==> src/rtl/tcur_pkg.sv <==
package tcur_pkg;

    // Register map (index = byte address / 4)
    localparam logic [1:0] REG_TICKS_PER_UNIT = 2'd0;
    localparam logic [1:0] REG_TIMEOUT_TICKS  = 2'd1;
    localparam logic [1:0] REG_TRIGGER_TICKS  = 2'd2;

    localparam int ADDR_W = 4;
    localparam int DATA_W = 32;

    localparam int TPU_W      = 16;
    localparam int TIMEOUT_W  = 20;
    localparam int TRIG_W     = 10;
    localparam int PRESCALE_W = 17;
    localparam int DIST_W     = 8;
    localparam int NUM_CH     = 3;

    localparam int COUNT_BITS_DEF = 20;

    localparam logic [TPU_W-1:0]     TPU_RESET     = 16'd15;
    localparam logic [TIMEOUT_W-1:0] TIMEOUT_RESET = 20'd768000;
    localparam logic [TRIG_W-1:0]    TRIG_RESET    = 10'd10;
    localparam logic [DIST_W-1:0]    DIST_MAX      = 8'd255;

    // Channel codes
    localparam logic [1:0] CH_CENTER = 2'd0;
    localparam logic [1:0] CH_LEFT   = 2'd1;
    localparam logic [1:0] CH_RIGHT  = 2'd2;

endpackage

==> src/rtl/three_channel_ultrasonic_ranger_top.sv <==
// Three-channel ultrasonic ranger. Each input item is one timer tick carrying the echo
// levels of the center, left and right sonars (bits 0, 1, 2). The block triggers each
// sonar in turn for trigger_ticks ticks (at least one), times the echo high pulse and
// reports floor(ticks / (2 * ticks_per_unit)), saturated at 255; an echo longer than
// timeout_ticks, or one that fills the COUNT_BITS tick counter, reports 255. A one-tick
// pause follows each round. Every tick yields exactly one result item with the trigger
// drive, a done flag with its channel, and the three latched distances (255 after reset).
// One item is taken per clock cycle unless the output register is stalled, and nothing
// else holds the input back; its result appears there in the next cycle. The user must
// write registers over the APB-style port while the block is idle; it is not enforced.
module three_channel_ultrasonic_ranger_top #(
    parameter int COUNT_BITS = tcur_pkg::COUNT_BITS_DEF
) (
    input  logic                          i_clk,
    input  logic                          i_rst_n,

    input  logic                          i_in_valid,
    output logic                          o_in_stall,
    input  logic [2:0]                    i_echo_levels,

    output logic                          o_out_valid,
    input  logic                          i_out_stall,
    output logic [2:0]                    o_trigger_lines,
    output logic                          o_measure_done,
    output logic [1:0]                    o_done_channel,
    output logic [tcur_pkg::DIST_W-1:0]   o_distance_center,
    output logic [tcur_pkg::DIST_W-1:0]   o_distance_left,
    output logic [tcur_pkg::DIST_W-1:0]   o_distance_right,

    input  logic                          psel,
    input  logic                          penable,
    input  logic                          pwrite,
    input  logic [tcur_pkg::ADDR_W-1:0]   paddr,
    input  logic [tcur_pkg::DATA_W-1:0]   pwdata,
    output logic [tcur_pkg::DATA_W-1:0]   prdata,
    output logic                          pready
);

    localparam int CMP_W = (COUNT_BITS > tcur_pkg::TIMEOUT_W) ? COUNT_BITS
                                                              : tcur_pkg::TIMEOUT_W;
    localparam logic [COUNT_BITS-1:0] COUNT_LIMIT = {COUNT_BITS{1'b1}};

    typedef enum logic [2:0] {
        TRIG_CENTER = 3'd0,
        MEAS_CENTER = 3'd1,
        TRIG_LEFT   = 3'd2,
        MEAS_LEFT   = 3'd3,
        TRIG_RIGHT  = 3'd4,
        MEAS_RIGHT  = 3'd5,
        PAUSE       = 3'd6
    } t_scan;

    // Configuration registers
    logic [tcur_pkg::TPU_W-1:0]     r_tpu;
    logic [tcur_pkg::TIMEOUT_W-1:0] r_timeout;
    logic [tcur_pkg::TRIG_W-1:0]    r_trig_ticks;

    // Measurement state
    t_scan                            r_scan, n_scan;
    logic                             r_echo_high, n_echo_high;
    logic [tcur_pkg::TRIG_W-1:0]      r_pulse_cnt, n_pulse_cnt;
    logic [COUNT_BITS-1:0]            r_echo_cnt, n_echo_cnt;
    logic [tcur_pkg::PRESCALE_W-1:0]  r_prescale, n_prescale;
    logic [tcur_pkg::DIST_W-1:0]      r_run_dist, n_run_dist;
    logic [tcur_pkg::DIST_W-1:0]      r_lat [tcur_pkg::NUM_CH];
    logic [tcur_pkg::DIST_W-1:0]      n_lat [tcur_pkg::NUM_CH];

    // Result register
    logic                             r_out_valid;
    logic [2:0]                       r_trig_out, n_trig_out;
    logic                             r_done, n_done;
    logic [1:0]                       r_chan, n_chan;

    logic                             in_acc;
    logic                             cfg_wr;
    logic [1:0]                       cfg_idx;
    logic [1:0]                       ch;
    logic                             trig_phase;
    logic                             meas_phase;
    logic                             echo_bit;
    logic [tcur_pkg::TPU_W-1:0]       tpu_eff;
    logic [tcur_pkg::PRESCALE_W-1:0]  divisor;
    logic [tcur_pkg::TRIG_W-1:0]      pulse_inc;
    logic [COUNT_BITS-1:0]            echo_inc;
    logic [tcur_pkg::PRESCALE_W-1:0]  prescale_inc;
    logic                             timed_out;
    logic                             finish;
    logic [tcur_pkg::DIST_W-1:0]      result;

    assign o_in_stall = r_out_valid && i_out_stall;
    assign in_acc     = i_in_valid && !o_in_stall;

    assign pready  = 1'b1;
    assign cfg_wr  = psel && penable && pwrite;
    assign cfg_idx = paddr[3:2];

    always_comb begin
        prdata = '0;
        unique case (cfg_idx)
            tcur_pkg::REG_TICKS_PER_UNIT: prdata = {16'd0, r_tpu};
            tcur_pkg::REG_TIMEOUT_TICKS:  prdata = {12'd0, r_timeout};
            tcur_pkg::REG_TRIGGER_TICKS:  prdata = {22'd0, r_trig_ticks};
            default:                      prdata = '0;
        endcase
    end

    always_comb begin
        ch         = tcur_pkg::CH_CENTER;
        trig_phase = 1'b0;
        meas_phase = 1'b0;
        unique case (r_scan)
            TRIG_CENTER: begin ch = tcur_pkg::CH_CENTER; trig_phase = 1'b1; end
            MEAS_CENTER: begin ch = tcur_pkg::CH_CENTER; meas_phase = 1'b1; end
            TRIG_LEFT:   begin ch = tcur_pkg::CH_LEFT;   trig_phase = 1'b1; end
            MEAS_LEFT:   begin ch = tcur_pkg::CH_LEFT;   meas_phase = 1'b1; end
            TRIG_RIGHT:  begin ch = tcur_pkg::CH_RIGHT;  trig_phase = 1'b1; end
            MEAS_RIGHT:  begin ch = tcur_pkg::CH_RIGHT;  meas_phase = 1'b1; end
            default: begin end
        endcase
    end

    assign echo_bit     = i_echo_levels[ch];
    assign tpu_eff      = (r_tpu == '0) ? tcur_pkg::TPU_W'(1) : r_tpu;
    assign divisor      = {tpu_eff, 1'b0};
    assign pulse_inc    = r_pulse_cnt + 1'b1;
    assign echo_inc     = (r_echo_cnt == COUNT_LIMIT) ? r_echo_cnt : r_echo_cnt + 1'b1;
    assign prescale_inc = r_prescale + 1'b1;
    assign timed_out    = (CMP_W'(echo_inc) > CMP_W'(r_timeout)) || (echo_inc == COUNT_LIMIT);

    always_comb begin
        n_scan      = r_scan;
        n_echo_high = r_echo_high;
        n_pulse_cnt = r_pulse_cnt;
        n_echo_cnt  = r_echo_cnt;
        n_prescale  = r_prescale;
        n_run_dist  = r_run_dist;
        n_lat       = r_lat;
        n_trig_out  = 3'd0;
        n_done      = 1'b0;
        n_chan      = tcur_pkg::CH_CENTER;
        finish      = 1'b0;
        result      = r_run_dist;

        if (trig_phase) begin
            n_trig_out  = 3'd1 << ch;
            n_pulse_cnt = pulse_inc;
            if (pulse_inc >= r_trig_ticks) begin
                n_pulse_cnt = '0;
                n_echo_high = 1'b0;
                n_echo_cnt  = '0;
                n_prescale  = '0;
                n_run_dist  = '0;
                n_scan      = t_scan'(r_scan + 3'd1);
            end
        end else if (meas_phase) begin
            if (!r_echo_high) begin
                if (echo_bit) begin
                    n_echo_high = 1'b1;
                    n_echo_cnt  = '0;
                    n_prescale  = '0;
                    n_run_dist  = '0;
                end
            end else if (!echo_bit) begin
                // fall tick is not counted
                result = r_run_dist;
                finish = 1'b1;
            end else begin
                n_echo_cnt = echo_inc;
                n_prescale = prescale_inc;
                if (prescale_inc >= divisor) begin
                    n_prescale = '0;
                    if (r_run_dist != tcur_pkg::DIST_MAX) begin
                        n_run_dist = r_run_dist + 1'b1;
                    end
                end
                if (timed_out) begin
                    result = tcur_pkg::DIST_MAX;
                    finish = 1'b1;
                end
            end
            if (finish) begin
                n_lat[ch]   = result;
                n_done      = 1'b1;
                n_chan      = ch;
                n_echo_high = 1'b0;
                n_echo_cnt  = '0;
                n_prescale  = '0;
                n_run_dist  = '0;
                n_scan      = t_scan'(r_scan + 3'd1);
            end
        end else begin
            n_scan = TRIG_CENTER;
        end
    end

    always_ff @(posedge i_clk) begin
        if (!i_rst_n) begin
            r_tpu        <= tcur_pkg::TPU_RESET;
            r_timeout    <= tcur_pkg::TIMEOUT_RESET;
            r_trig_ticks <= tcur_pkg::TRIG_RESET;
        end else if (cfg_wr) begin
            unique case (cfg_idx)
                tcur_pkg::REG_TICKS_PER_UNIT: r_tpu <= pwdata[tcur_pkg::TPU_W-1:0];
                tcur_pkg::REG_TIMEOUT_TICKS:  r_timeout <= pwdata[tcur_pkg::TIMEOUT_W-1:0];
                tcur_pkg::REG_TRIGGER_TICKS:  r_trig_ticks <= pwdata[tcur_pkg::TRIG_W-1:0];
                default: begin end
            endcase
        end
    end

    always_ff @(posedge i_clk) begin
        if (!i_rst_n) begin
            r_scan      <= TRIG_CENTER;
            r_echo_high <= 1'b0;
            r_pulse_cnt <= '0;
            r_echo_cnt  <= '0;
            r_prescale  <= '0;
            r_run_dist  <= '0;
            for (int k = 0; k < tcur_pkg::NUM_CH; k++) begin
                r_lat[k] <= tcur_pkg::DIST_MAX;
            end
            r_out_valid <= 1'b0;
        end else begin
            if (in_acc) begin
                r_scan      <= n_scan;
                r_echo_high <= n_echo_high;
                r_pulse_cnt <= n_pulse_cnt;
                r_echo_cnt  <= n_echo_cnt;
                r_prescale  <= n_prescale;
                r_run_dist  <= n_run_dist;
                r_lat       <= n_lat;
                r_out_valid <= 1'b1;
            end else if (!i_out_stall) begin
                r_out_valid <= 1'b0;
            end
        end
    end

    // Result payload: load on accept, hold otherwise
    always_ff @(posedge i_clk) begin
        if (in_acc) begin
            r_trig_out <= n_trig_out;
            r_done     <= n_done;
            r_chan     <= n_chan;
        end
    end

    assign o_out_valid       = r_out_valid;
    assign o_trigger_lines   = r_trig_out;
    assign o_measure_done    = r_done;
    assign o_done_channel    = r_chan;
    assign o_distance_center = r_lat[0];
    assign o_distance_left   = r_lat[1];
    assign o_distance_right  = r_lat[2];

    a_trig_onehot: assert property (@(posedge i_clk) disable iff (!i_rst_n)
        o_out_valid |-> $onehot0(o_trigger_lines))
        else $error("more than one trigger line driven");

    a_no_trig_on_done: assert property (@(posedge i_clk) disable iff (!i_rst_n)
        (o_out_valid && o_measure_done) |-> (o_trigger_lines == 3'd0))
        else $error("trigger driven on a measurement tick");

    a_idle_channel: assert property (@(posedge i_clk) disable iff (!i_rst_n)
        (o_out_valid && !o_measure_done) |-> (o_done_channel == tcur_pkg::CH_CENTER))
        else $error("done_channel set without a measurement");

    a_accept_valid: assert property (@(posedge i_clk) disable iff (!i_rst_n)
        (i_in_valid && !o_in_stall) |=> o_out_valid)
        else $error("accepted item produced no result");

endmodule

==> config.mk <==
export PLATFORM = sky130hd
export DESIGN_NAME = three_channel_ultrasonic_ranger_top
export DESIGN_NICKNAME = d
export VERILOG_FILES = /design/src/rtl/tcur_pkg.sv /design/src/rtl/three_channel_ultrasonic_ranger_top.sv
export SDC_FILE = /design/constraint.sdc
export NUM_CORES = 1
export LEC_CHECK = 0
export BUFFER_PORTS_ARGS = -buffer_cell sky130_fd_sc_hd__buf_2
export CAP_MARGIN = 20
export CORE_MARGIN = 2
export CORE_UTILIZATION = 59
export DETAILED_ROUTE_END_ITERATION = 6
export GPL_ROUTABILITY_DRIVEN = 1
export GPL_TIMING_DRIVEN = 0
export PLACE_DENSITY = 0.83
export SLEW_MARGIN = 20
export SYNTH_ARGS = -nofsm -noshare
export SYNTH_HDL_FRONTEND = slang
export SYNTH_SLANG_ARGS = --single-unit
==> constraint.sdc <==
create_clock -name i_clk -period 6 [get_ports i_clk]
set_input_delay 1.2 -clock i_clk [delete_from_list [all_inputs] [get_ports i_clk]]
set_output_delay 1.2 -clock i_clk [all_outputs]
set_load 0.005 [all_outputs]
# Word-level counts from Yosys, hierarchy flattened
# Cells that the tools add are included.
# totals
elab_cells,133
regBits,136
# op_classes
bitwise_logic,4
eq_ne,15
n_addsub,5
n_shift,1
order_cmp,6
n_reduce_logical,27
muxes,59
# op_table
cell,n
$mux 20,8
$mux 17,8
$mux 8,15
$pmux 20 s3,1
$eq 20x20->1 const B,2
$bwmux 24,1
$add 20x1->20 const B,1
$gt 20x20->1,1
$add 17x1->17 const B,1
$ge 17x17->1,1
$mux 1,17
$demux 8 s2,1
$logic_not 16->1,1
$mux 16,1
$mux 3,4
$add 10x1->10 const B,1
$ge 10x10->1,1
$mux 10,1
$reduce_or 3->1,3
$add 8x1->8 const B,1
$ne 4x1->1 const B,2
$ne 8x8->1 const B,1
$reduce_and 2->1,4
$reduce_and 4->1,2
26 further kinds,38

# Depth between registers and ports, before layout
# Gate-level depths: netlist of run 1.
# depth
depth_word,12
depth_mapped,18
mapped_depth_nobuf,16

# Worst setup path after synthesis of run 1
# OpenSTA, ideal clock, no wires.
# synth_timing
kind,reg2reg
startpoint,reg r_prescale[2] (netlist bit)
endpoint,reg r_run_dist[3] (netlist bit)
period_less_slack_ns,4.171
path_stages_with_launch,15
path_buffers,0
slack_ns,1.829
t_arrival_ns,4.099
t_required_ns,5.928
cell_sequence,dfxtp_1 > nand3_1 > nor4_1 > nand2_1 > or3_1 > xnor2_1 > ha_1 > nand3_1 > or4_1 > a31oi_1 > nor3_1 > a311oi_1 > nand3_1 > or4_1 > mux2i_1
# synth_via
elab_chain_cells,4
# synth_lines
element,line_no,rtl
start: declaration,three_channel_ultrasonic_ranger_top.sv:63,"logic [tcur_pkg::PRESCALE_W-1:0] r_prescale, n_prescale;"
start signal: assignment,three_channel_ultrasonic_ranger_top.sv:229,r_prescale <= n_prescale;
$add 17x1->17,three_channel_ultrasonic_ranger_top.sv:127,assign prescale_inc = r_prescale + 1'b1;
$ge 17x17->1,three_channel_ultrasonic_ranger_top.sv:170,if (prescale_inc >= divisor) begin
$ne 4x1->1 (no source line),--,
$reduce_and 6->1 (no source line),--,
end signal: assignment,three_channel_ultrasonic_ranger_top.sv:230,r_run_dist <= n_run_dist;
end: declaration,three_channel_ultrasonic_ranger_top.sv:64,"logic [tcur_pkg::DIST_W-1:0] r_run_dist, n_run_dist;"
# No other way between the ends.
# A chain may end at the register's enable or synchronous reset.

# Worst setup path in the final report of run 1
# layout_timing
startpoint,reg r_echo_cnt[0]
endpoint,"reg r_lat, in the netlist o_distance_center[0]"
# layout_via
elab_chain_cells,10
word_cells_on_any_way,18
# layout_lines
element,line_no,rtl
start: declaration,three_channel_ultrasonic_ranger_top.sv:62,"logic [COUNT_BITS-1:0] r_echo_cnt, n_echo_cnt;"
start signal: assignment,three_channel_ultrasonic_ranger_top.sv:228,r_echo_cnt <= n_echo_cnt;
$add 20x1->20 or $eq 20x20->1 (tied branches),three_channel_ultrasonic_ranger_top.sv:126,assign echo_inc = (r_echo_cnt == COUNT_LIMIT) ? r_echo_cnt : r_echo_cnt + 1'b1;
$mux 20 (*),three_channel_ultrasonic_ranger_top.sv:126,
$gt 20x20->1 or $eq 20x20->1 (tied branches),three_channel_ultrasonic_ranger_top.sv:128,assign timed_out = (CMP_W'(echo_inc) > CMP_W'(r_timeout)) || (echo_inc == COUNT_LIMIT);
$logic_or 1x1->1 (*),three_channel_ultrasonic_ranger_top.sv:128,
$mux 1 or $mux 8 (tied branches),three_channel_ultrasonic_ranger_top.sv:176,if (timed_out) begin
$mux 1 or $mux 8 (tied branches),three_channel_ultrasonic_ranger_top.sv:163,end else if (!echo_bit) begin
$mux 1 or $mux 8 (tied branches),three_channel_ultrasonic_ranger_top.sv:156,if (!r_echo_high) begin
$mux 1 or $mux 8 (tied branches),three_channel_ultrasonic_ranger_top.sv:155,end else if (meas_phase) begin
$mux 1 or $mux 8 (tied branches),three_channel_ultrasonic_ranger_top.sv:144,if (trig_phase) begin
$reduce_and 4->1 (no source line) or $bwmux 24 (tied branches),--,
end signal: indexed assignment,three_channel_ultrasonic_ranger_top.sv:220,r_lat[k] <= tcur_pkg::DIST_MAX;
end signal: assignment,three_channel_ultrasonic_ranger_top.sv:231,r_lat <= n_lat;
end: declaration,three_channel_ultrasonic_ranger_top.sv:65,logic [tcur_pkg::DIST_W-1:0] r_lat [tcur_pkg::NUM_CH];
# Every way passes the cells marked *; elsewhere a longest branch is shown, timed or not. The select of a mux whose other input is x is not followed.

==> results of run 1 <==
## cell families (layout without fill, tap and decap cells)
group / count (synthesis) / after routing / share of synthesized area [%]
adders and majority gates: 55 / 55 / 8.21
and+or+nand+nor: 412 / 412 / 23.5
buffers and inverters: 149 / 264 / 7.59
xor gates and xnor gates: 27 / 27 / 2.82
AOI/OAI and AO/OA: 223 / 223 / 18.1
other: 2 / 13 / 0.0896
muxes: 54 / 54 / 6.47
DFF: 136 / 136 / 33.2
## cells in the mapped netlist, types with 3 or more instances
master    instances  area share [%]
nand2_1         158             7.1
dfxtp_1         130              31
nor2_1           92             4.1
inv_1            76             3.4
a21oi_1          64             3.8
ha_1             55             8.2
mux2i_1          53             6.3
clkbuf_1         46             2.1
nand3_1          38             2.3
o21ai_0          35             2.1
nand4_1          22             1.6
o211ai_1         21             1.9
and3_1           19             1.4
a41oi_1          17             1.8
nor3_1           16            0.96
a32oi_1          15             1.6
xnor2_1          14             1.5
buf_4            13             1.2
xor2_1           13             1.4
a211oi_1         12             1.1
nor4_1           10            0.75
o22ai_1          10            0.75
and2_1            9            0.67
buf_2             8            0.48
nor2b_1           8            0.60
a31oi_1           7            0.52
or4_1             7            0.63
and4_1            6            0.63
edfxtp_1          6             2.2
nand3b_1          6            0.54
a22o_1            5            0.52
o21a_1            5            0.45
or3_1             5            0.37
nand2b_1          3            0.22
o211a_1           3            0.36
## flip-flops by register name, summed over array words and instances (netlist names)
register / count
o_distance_center: 8
o_distance_left: 8
o_distance_right: 8
o_done_channel: 2
o_measure_done: 1
o_out_valid: 1
o_trigger_lines: 3
r_echo_cnt: 20
r_echo_high: 1
r_prescale: 17
r_pulse_cnt: 10
r_run_dist: 8
r_scan: 3
r_timeout: 20
r_tpu: 16
r_trig_ticks: 10
## area by class of cell
type | count | area [µm²] | area share (%)
well taps | 180 | 225 | 2.33
flip-flops and latches | 136 | 2780 | 28.8
plain buffers | 73 | 350 | 3.63
multi-input cells | 784 | 5000 | 51.8
clock buffers | 20 | 437 | 4.53
clock inverters | 12 | 153 | 1.58
repair buffers | 83 | 415 | 4.30
inverters | 76 | 285 | 2.96
## worst paths after layout
path | cells after the start | to | from
max | 16 | o_distance_center[0] | r_echo_cnt[0]
min | 2 | r_prescale[11] | r_prescale[11]
max reg2reg | 16 | o_distance_center[0] | r_echo_cnt[0]
min reg2reg | 2 | r_prescale[11] | r_prescale[11]
## placed cells by master, fill, tap and decap left out, types with 7 or more instances in the layout
cell type / n
xor2_1: 13
inv_1: 76
nor3_1: 16
a21oi_1: 64
mux2i_1: 53
nand3_1: 38
clkbuf_1: 49
xnor2_1: 14
a31oi_1: 7
or4_1: 7
buf_2: 91
nor2b_1: 8
ha_1: 55
o211ai_1: 21
nand2_1: 158
o21ai_0: 35
nor2_1: 92
clkbuf_16: 17
nand4_1: 22
a211oi_1: 12
and2_1: 9
a32oi_1: 15
a41oi_1: 17
buf_4: 13
and3_1: 19
nor4_1: 10
dfxtp_1: 130
o22ai_1: 10
conb_1: 13
## power breakdown
part | switching [W] | leakage (nW) | internal (W)
clock | 0.000403 | 0.288 | 0.000652
combinational | 0.0000799 | 2.63 | 0.0000452
sequential | 0.00000658 | 1.11 | 0.000917
## stage by stage
step | std cells | instance area (µm²)
CTS | 1363 | 9640
floorplan | 1069 | 8420
finish | 1364 | 9650
detailed placement | 1331 | 9050
global placement | 1331 | 9050
global route | 1364 | 9650
## layer usage
metal / part of all wire (%) / track usage, % / vias up
met5: 0 / 0 / -
met4: 4.3 / 15.6 / 0
met3: 8.2 / 6.87 / 75
met2: 46 / 50.7 / 392
met1: 42 / 39.8 / 3873
li1: - / - / 3968
## critical path, delay by kind of cell (launching register included)
kind / cells / cell delay, ns
DFF: 1 / 0.34
adders and majority gates: 1 / 0.31
buffers and inverters: 3 / 0.48
AOI/OAI and AO/OA: 7 / 2.21
and+or+nand+nor: 4 / 1.19
muxes: 1 / 0.16
==> qor.txt, run 1 <==
Die ar. -> 0.0152 mm²
Grt total ovfl -> 0
Fin. Hold Viols -> 0
Synth Flop Type -> dfxtp_1
P&R area growth vs syn -> 15.2%
Final setup TNS -> 0 ns
Clock Skews -> 0.00779 ns
H-tree levels -> 4
Synth cell types -> 73
Final Wtd Congestion -> 0.984
Final Slew Violations -> 0
Worst endpoint required time -> 6.28 ns
Crit end category -> flop
Post-synth EDFFs -> 6
Worst path cell trace -> buf_2, nand4_1, or4_1, o21ai_0, nand2_1, ha_1, a2111oi_0, o21ai_0, a221o_1, a2111oi_0, nor2_1, a31o_1, buf_6, buf_6, a211oi_1, mux2i_1
Clk Latency, worst-skew pair -> 0.43 ns
Slew @ Worst Pin -> 1.08 ns
Synth warnings -> 0
Post-CTS Setup Bufs -> 0
Initial Utilization -> 60.4%
Vias in the first global route -> 7331
Clock Sinks -> 136
Largest net degree at the start of global routing -> 17
Max Root-Sink Buffers -> 2
Row cnt -> 43
Root buffer cell -> clkbuf_16
Startpoint types -> flop
CP Max Fanout -> 10
Drt wl/cell -> 17.3 µm
FFs w/ async S/R, synth -> 0%
Sequential element share of the synthesized area -> 33.2%
CP peak stage delay -> 0.59 ns
Antenna Diode Count -> 0
Drt pass-1 iters -> 5
PortBufs -> 82
Setup ws final -> 1.15 ns
CTS tree -> yes
1st-iter DRT viols -> 623
Slew headroom -> 27.7%
Initial antenna violation count -> 0
Die width -> 123 µm
CP Data Arrival Time -> 5.13 ns
Leakage -> 4.03 nW
PD cells -> 218 mW/mm²
Synth Instances -> 1058
Antenna violation net count after detailed routing -> 0
Hold_buf cts -> 0
First-pass GRT wire length -> 37000 µm
Share of post-route cells with drive strength above 1 -> 12.9%
DR vias -> 8308
Fin nets -> 1272
Tcrit/Tclk final -> 80.8%
GRT Overall Usage -> 31.5%
Clock transition at path regs -> 0.06 ns
Worst reg2reg setup slack -> 1.15 ns
WS Path Type -> reg2reg
Max frequency -> 0.206 GHz
DRC viols -> 0
Die height -> 123 µm
Status -> finished clean
Tmin final -> 4.85 ns
Filler Cells Inserted -> 1173
Inserted Clock Buffers -> 17
Dpl ws -> 1.29 ns
Mapped cell area -> 0.00838 mm²
I/O pins -> 111
HP Class -> reg2reg
Post-Route Utilization -> 69.5%
Setup violations, final -> 0
VDD IR max -> 201 µV
Post-cts resize count -> 0
Minimum hold slack -> 0.464 ns
Synthesis-stage register bit count -> 136
Tot Pwr -> 0.00210 W
Detail Placement HPWL -> 17200 µm
Final wirelength -> 23600 µm
Avg Synthesized Cell Area -> 7.92 µm²
Vias per cell -> 6.09
RSZ-0062 raised after global routing -> false
Max cap viols -> 0
Placeable Area -> 0.0139 mm²
Critical path's slowest cell -> or4_1
Note: power is estimated with default switching activity, not from simulation.
==> run 2, diff against run 1 <==
ABC_AREA = 1   (was default)
CORE_UTILIZATION = 58   (was 59)
PLACE_DENSITY = 0.82   (was 0.83)
clock period = 4.82 ns   (was 6 ns; I/O delays follow)
==> run 2 against run 1 <==
Global-route usage fell by 1.5 points. First-iteration DRC count up 2.2%. Register-to-register slack got worse by 0.40 ns. Clock power up 39%. Sequential power grew 29%. Critical path type unchanged.
==> qor.txt, run 2 <==
H-tree levels -> 4
Area leader, netlist -> dfxtp_1
Die ar. -> 0.0150 mm²
WS Path Type -> reg2reg
Vias in the first global route -> 7260
Share of post-route cells with drive strength above 1 -> 14.8%
Synthesis-stage register bit count -> 136
Max frequency -> 0.246 GHz
PortBufs -> 82
Antenna Diode Count -> 0
Vias per cell -> 5.68
Top-area cell type share of the netlist area -> 31.9%
Clock transition at path regs -> 0.06 ns
HP Start -> o_distance_left[4]
RSZ-0062 raised after global routing -> false
VDD IR max -> 236 µV
Most common cell after layout, fill and taps aside -> nand2_1
Row cnt -> 43
Post-synth EDFFs -> 6
Fin. Hold Viols -> 0
Storage element area -> 0.00278 mm²
Startpoint types -> flop
CP Data Arrival Time -> 4.41 ns
Inserted Clock Buffers -> 17
Die width -> 123 µm
Worst reg2reg setup slack -> 0.76 ns
# placed instances -> 1401
Final Slew Violations -> 0
FF-to-FF End -> r_echo_cnt[2]
Root buffer cell -> clkbuf_16
First-pass GRT wire length -> 35300 µm
Largest net degree at the start of global routing -> 17
CP Max Fanout -> 10
Die height -> 123 µm
FFs w/ async S/R, synth -> 0%
Sequential element share of the synthesized area -> 34.1%
R2R depth -> 21
Slew headroom -> 52.5%
Avg Synthesized Cell Area -> 7.22 µm²
Min-Delay Endpoint -> o_distance_left[4]
Slew @ Worst Pin -> 0.706 ns
Min-Delay Path Depth -> 2
Max cap viols -> 0
DR vias -> 8144
Top cells by area, synth -> dfxtp_1 (32%), nand2_1 (8.8%), ha_1 (8.4%)
CTS tree -> yes
Setup violations, final -> 0
Detail Placement HPWL -> 16500 µm
P&R area growth vs syn -> 16.5%
Synth warnings -> 0
PD cells -> 316 mW/mm²
1st-iter DRT viols -> 637
Tcrit/Tclk final -> 84.3%
Drt wl/cell -> 15.3 µm
Final setup TNS -> 0 ns
Clock Sinks -> 136
Most frequent cells after synthesis -> nand2_1 (192), inv_1 (133), dfxtp_1 (130), nand3_1 (98), a21oi_1 (97)
Count leader, synth -> nand2_1
Synth cell types -> 47
Area of the multi-input gates -> 0.00456 mm²
Largest registers -> r_echo_cnt (20), r_timeout (20), r_prescale (17)
Clock Skews -> 0.0104 ns
Most frequent cells in the layout -> nand2_1 (192), inv_1 (133), dfxtp_1 (130)
Synth Flop Type -> dfxtp_1
Final Wtd Congestion -> 0.967
Antenna violation net count after detailed routing -> 0
Leakage -> 4.28 nW
Final std cells w/o fill -> 1433
Initial antenna violation count -> 0
Drt pass-1 iters -> 5
Post-CTS Setup Bufs -> 0
HP Class -> reg2reg
Final wirelength -> 21900 µm
Hold_buf cts -> 0
Placeable Area -> 0.0138 mm²
Crit end category -> flop
DRC viols -> 0
Clk Latency, worst-skew pair -> 0.43 ns
Worst endpoint required time -> 5.17 ns
Post-cts resize count -> 0
Max Root-Sink Buffers -> 2
Filler Cells Inserted -> 1142
Mapped cell area -> 0.00815 mm²
Initial Utilization -> 58.9%
Tmin final -> 4.06 ns
Crit Reg-Reg Startpoint -> r_pulse_cnt[0]
Fin nets -> 1341
I/O pins -> 111
Status -> finished clean
GRT Overall Usage -> 30.0%
Synth Instances -> 1128
Grt total ovfl -> 0
[run 2: cell count changes in the layout (fill, tap and decap cells not counted), moves of 19 or more]
cell and delta:
inv_1 +57, a21oi_1 +33, o21ai_1 +25, mux2i_1 -53, and3_1 -19, o21ai_0 +53
nand3_1 +60, nand2_1 +34, clkbuf_1 -21
[run 2: cells by family (layout without fill, tap and decap cells)]
| group | count (synthesis) | after routing | synth area share, % |
|---|---|---|---|
| AND/OR/NAND/NOR | 441 | 441 | 25.7 |
| buffers and inverters | 200 | 314 | 10.4 |
| flip-flops | 136 | 136 | 34.1 |
| other | 2 | 13 | 0.0922 |
| AO/OA/AOI/OAI | 260 | 260 | 17.6 |
| adder cells (fa/ha/maj) | 55 | 55 | 8.44 |
| XOR/XNOR | 34 | 34 | 3.65 |
[run 2: routing by layer]
layer | track usage, % | share of wire, % | wire, µm | vias to the layer above
li1 | - | - | - | 3991
met1 | 39.2 | 43 | 9450 | 3719
met2 | 47.0 | 45 | 9860 | 370
met3 | 6.60 | 7.9 | 1720 | 64
met4 | 14.4 | 4.0 | 886 | 0
met5 | 0 | 0 | 0 | -
[run 2: worst max-delay path by stage]
stage,start,endpoint,depth (start not counted)
6_report,r_pulse_cnt[0],r_echo_cnt[2],21
5_1_grt,r_pulse_cnt[0],r_prescale[15],20
4_1_cts,r_pulse_cnt[0],r_echo_cnt[2],21
3_5_place_dp,r_pulse_cnt[0],r_prescale[15],20
3_3_place_gp,r_pulse_cnt[0],r_prescale[15],20
2_1_floorplan,r_pulse_cnt[0],r_prescale[10],20
[run 2: through the flow]
| step | power (W) | hold slack (ns) | setup slack (ns) | cell area, µm² | utilization [%] |
|---|---|---|---|---|---|
| after global placement | 0.00154 | 0.442 | 0.977 | 8830 | 63.8 |
| after floorplan | 0.00145 | 0.450 | 1.76 | 8190 | - |
| after global routing | 0.00310 | 0.484 | 0.414 | 9490 | 68.7 |
| after detailed placement | 0.00155 | 0.448 | 0.955 | 8830 | 63.8 |
| final | 0.00300 | 0.458 | 0.758 | 9490 | 68.7 |
| after CTS | 0.00301 | 0.462 | 0.819 | 9490 | 68.7 |
[run 2: power by group]
part           leakage [nW]  switching (W)  internal [W]
Clock                 0.321       0.000507      0.000953
Combinational          2.85       0.000231      0.000113
Sequential             1.11      0.0000272       0.00117
[run 2: cell type report]
cell class,instances,area share [%]
Multi-Input combinational cell,803,48.1
Tap cell,180,2.37
Sequential cell,136,29.3
Clock inverter,9,1.66
Clock buffer,23,5.36
Buffer,55,3.18
Inverter,145,5.73
Timing Repair Buffer,82,4.32
[run 2: worst max-delay path, stage by stage, from the launching register on]
cell and delay [ns]:
dfxtp_1 0.42, inv_1 0.06, nor3_1 0.31, nand2_1 0.09
nor2_1 0.19, nand2_1 0.10, xor2_1 0.14, inv_1 0.08
ha_1 0.30, nand2_1 0.09, nor4_1 0.33, nand3_1 0.14
nand3_1 0.20, nand2_1 0.08, nand2_1 0.11, nand2_1 0.07
buf_2 0.19, nor2_1 0.20, buf_2 0.29, buf_2 0.31
nand3_1 0.13, a21oi_1 0.15
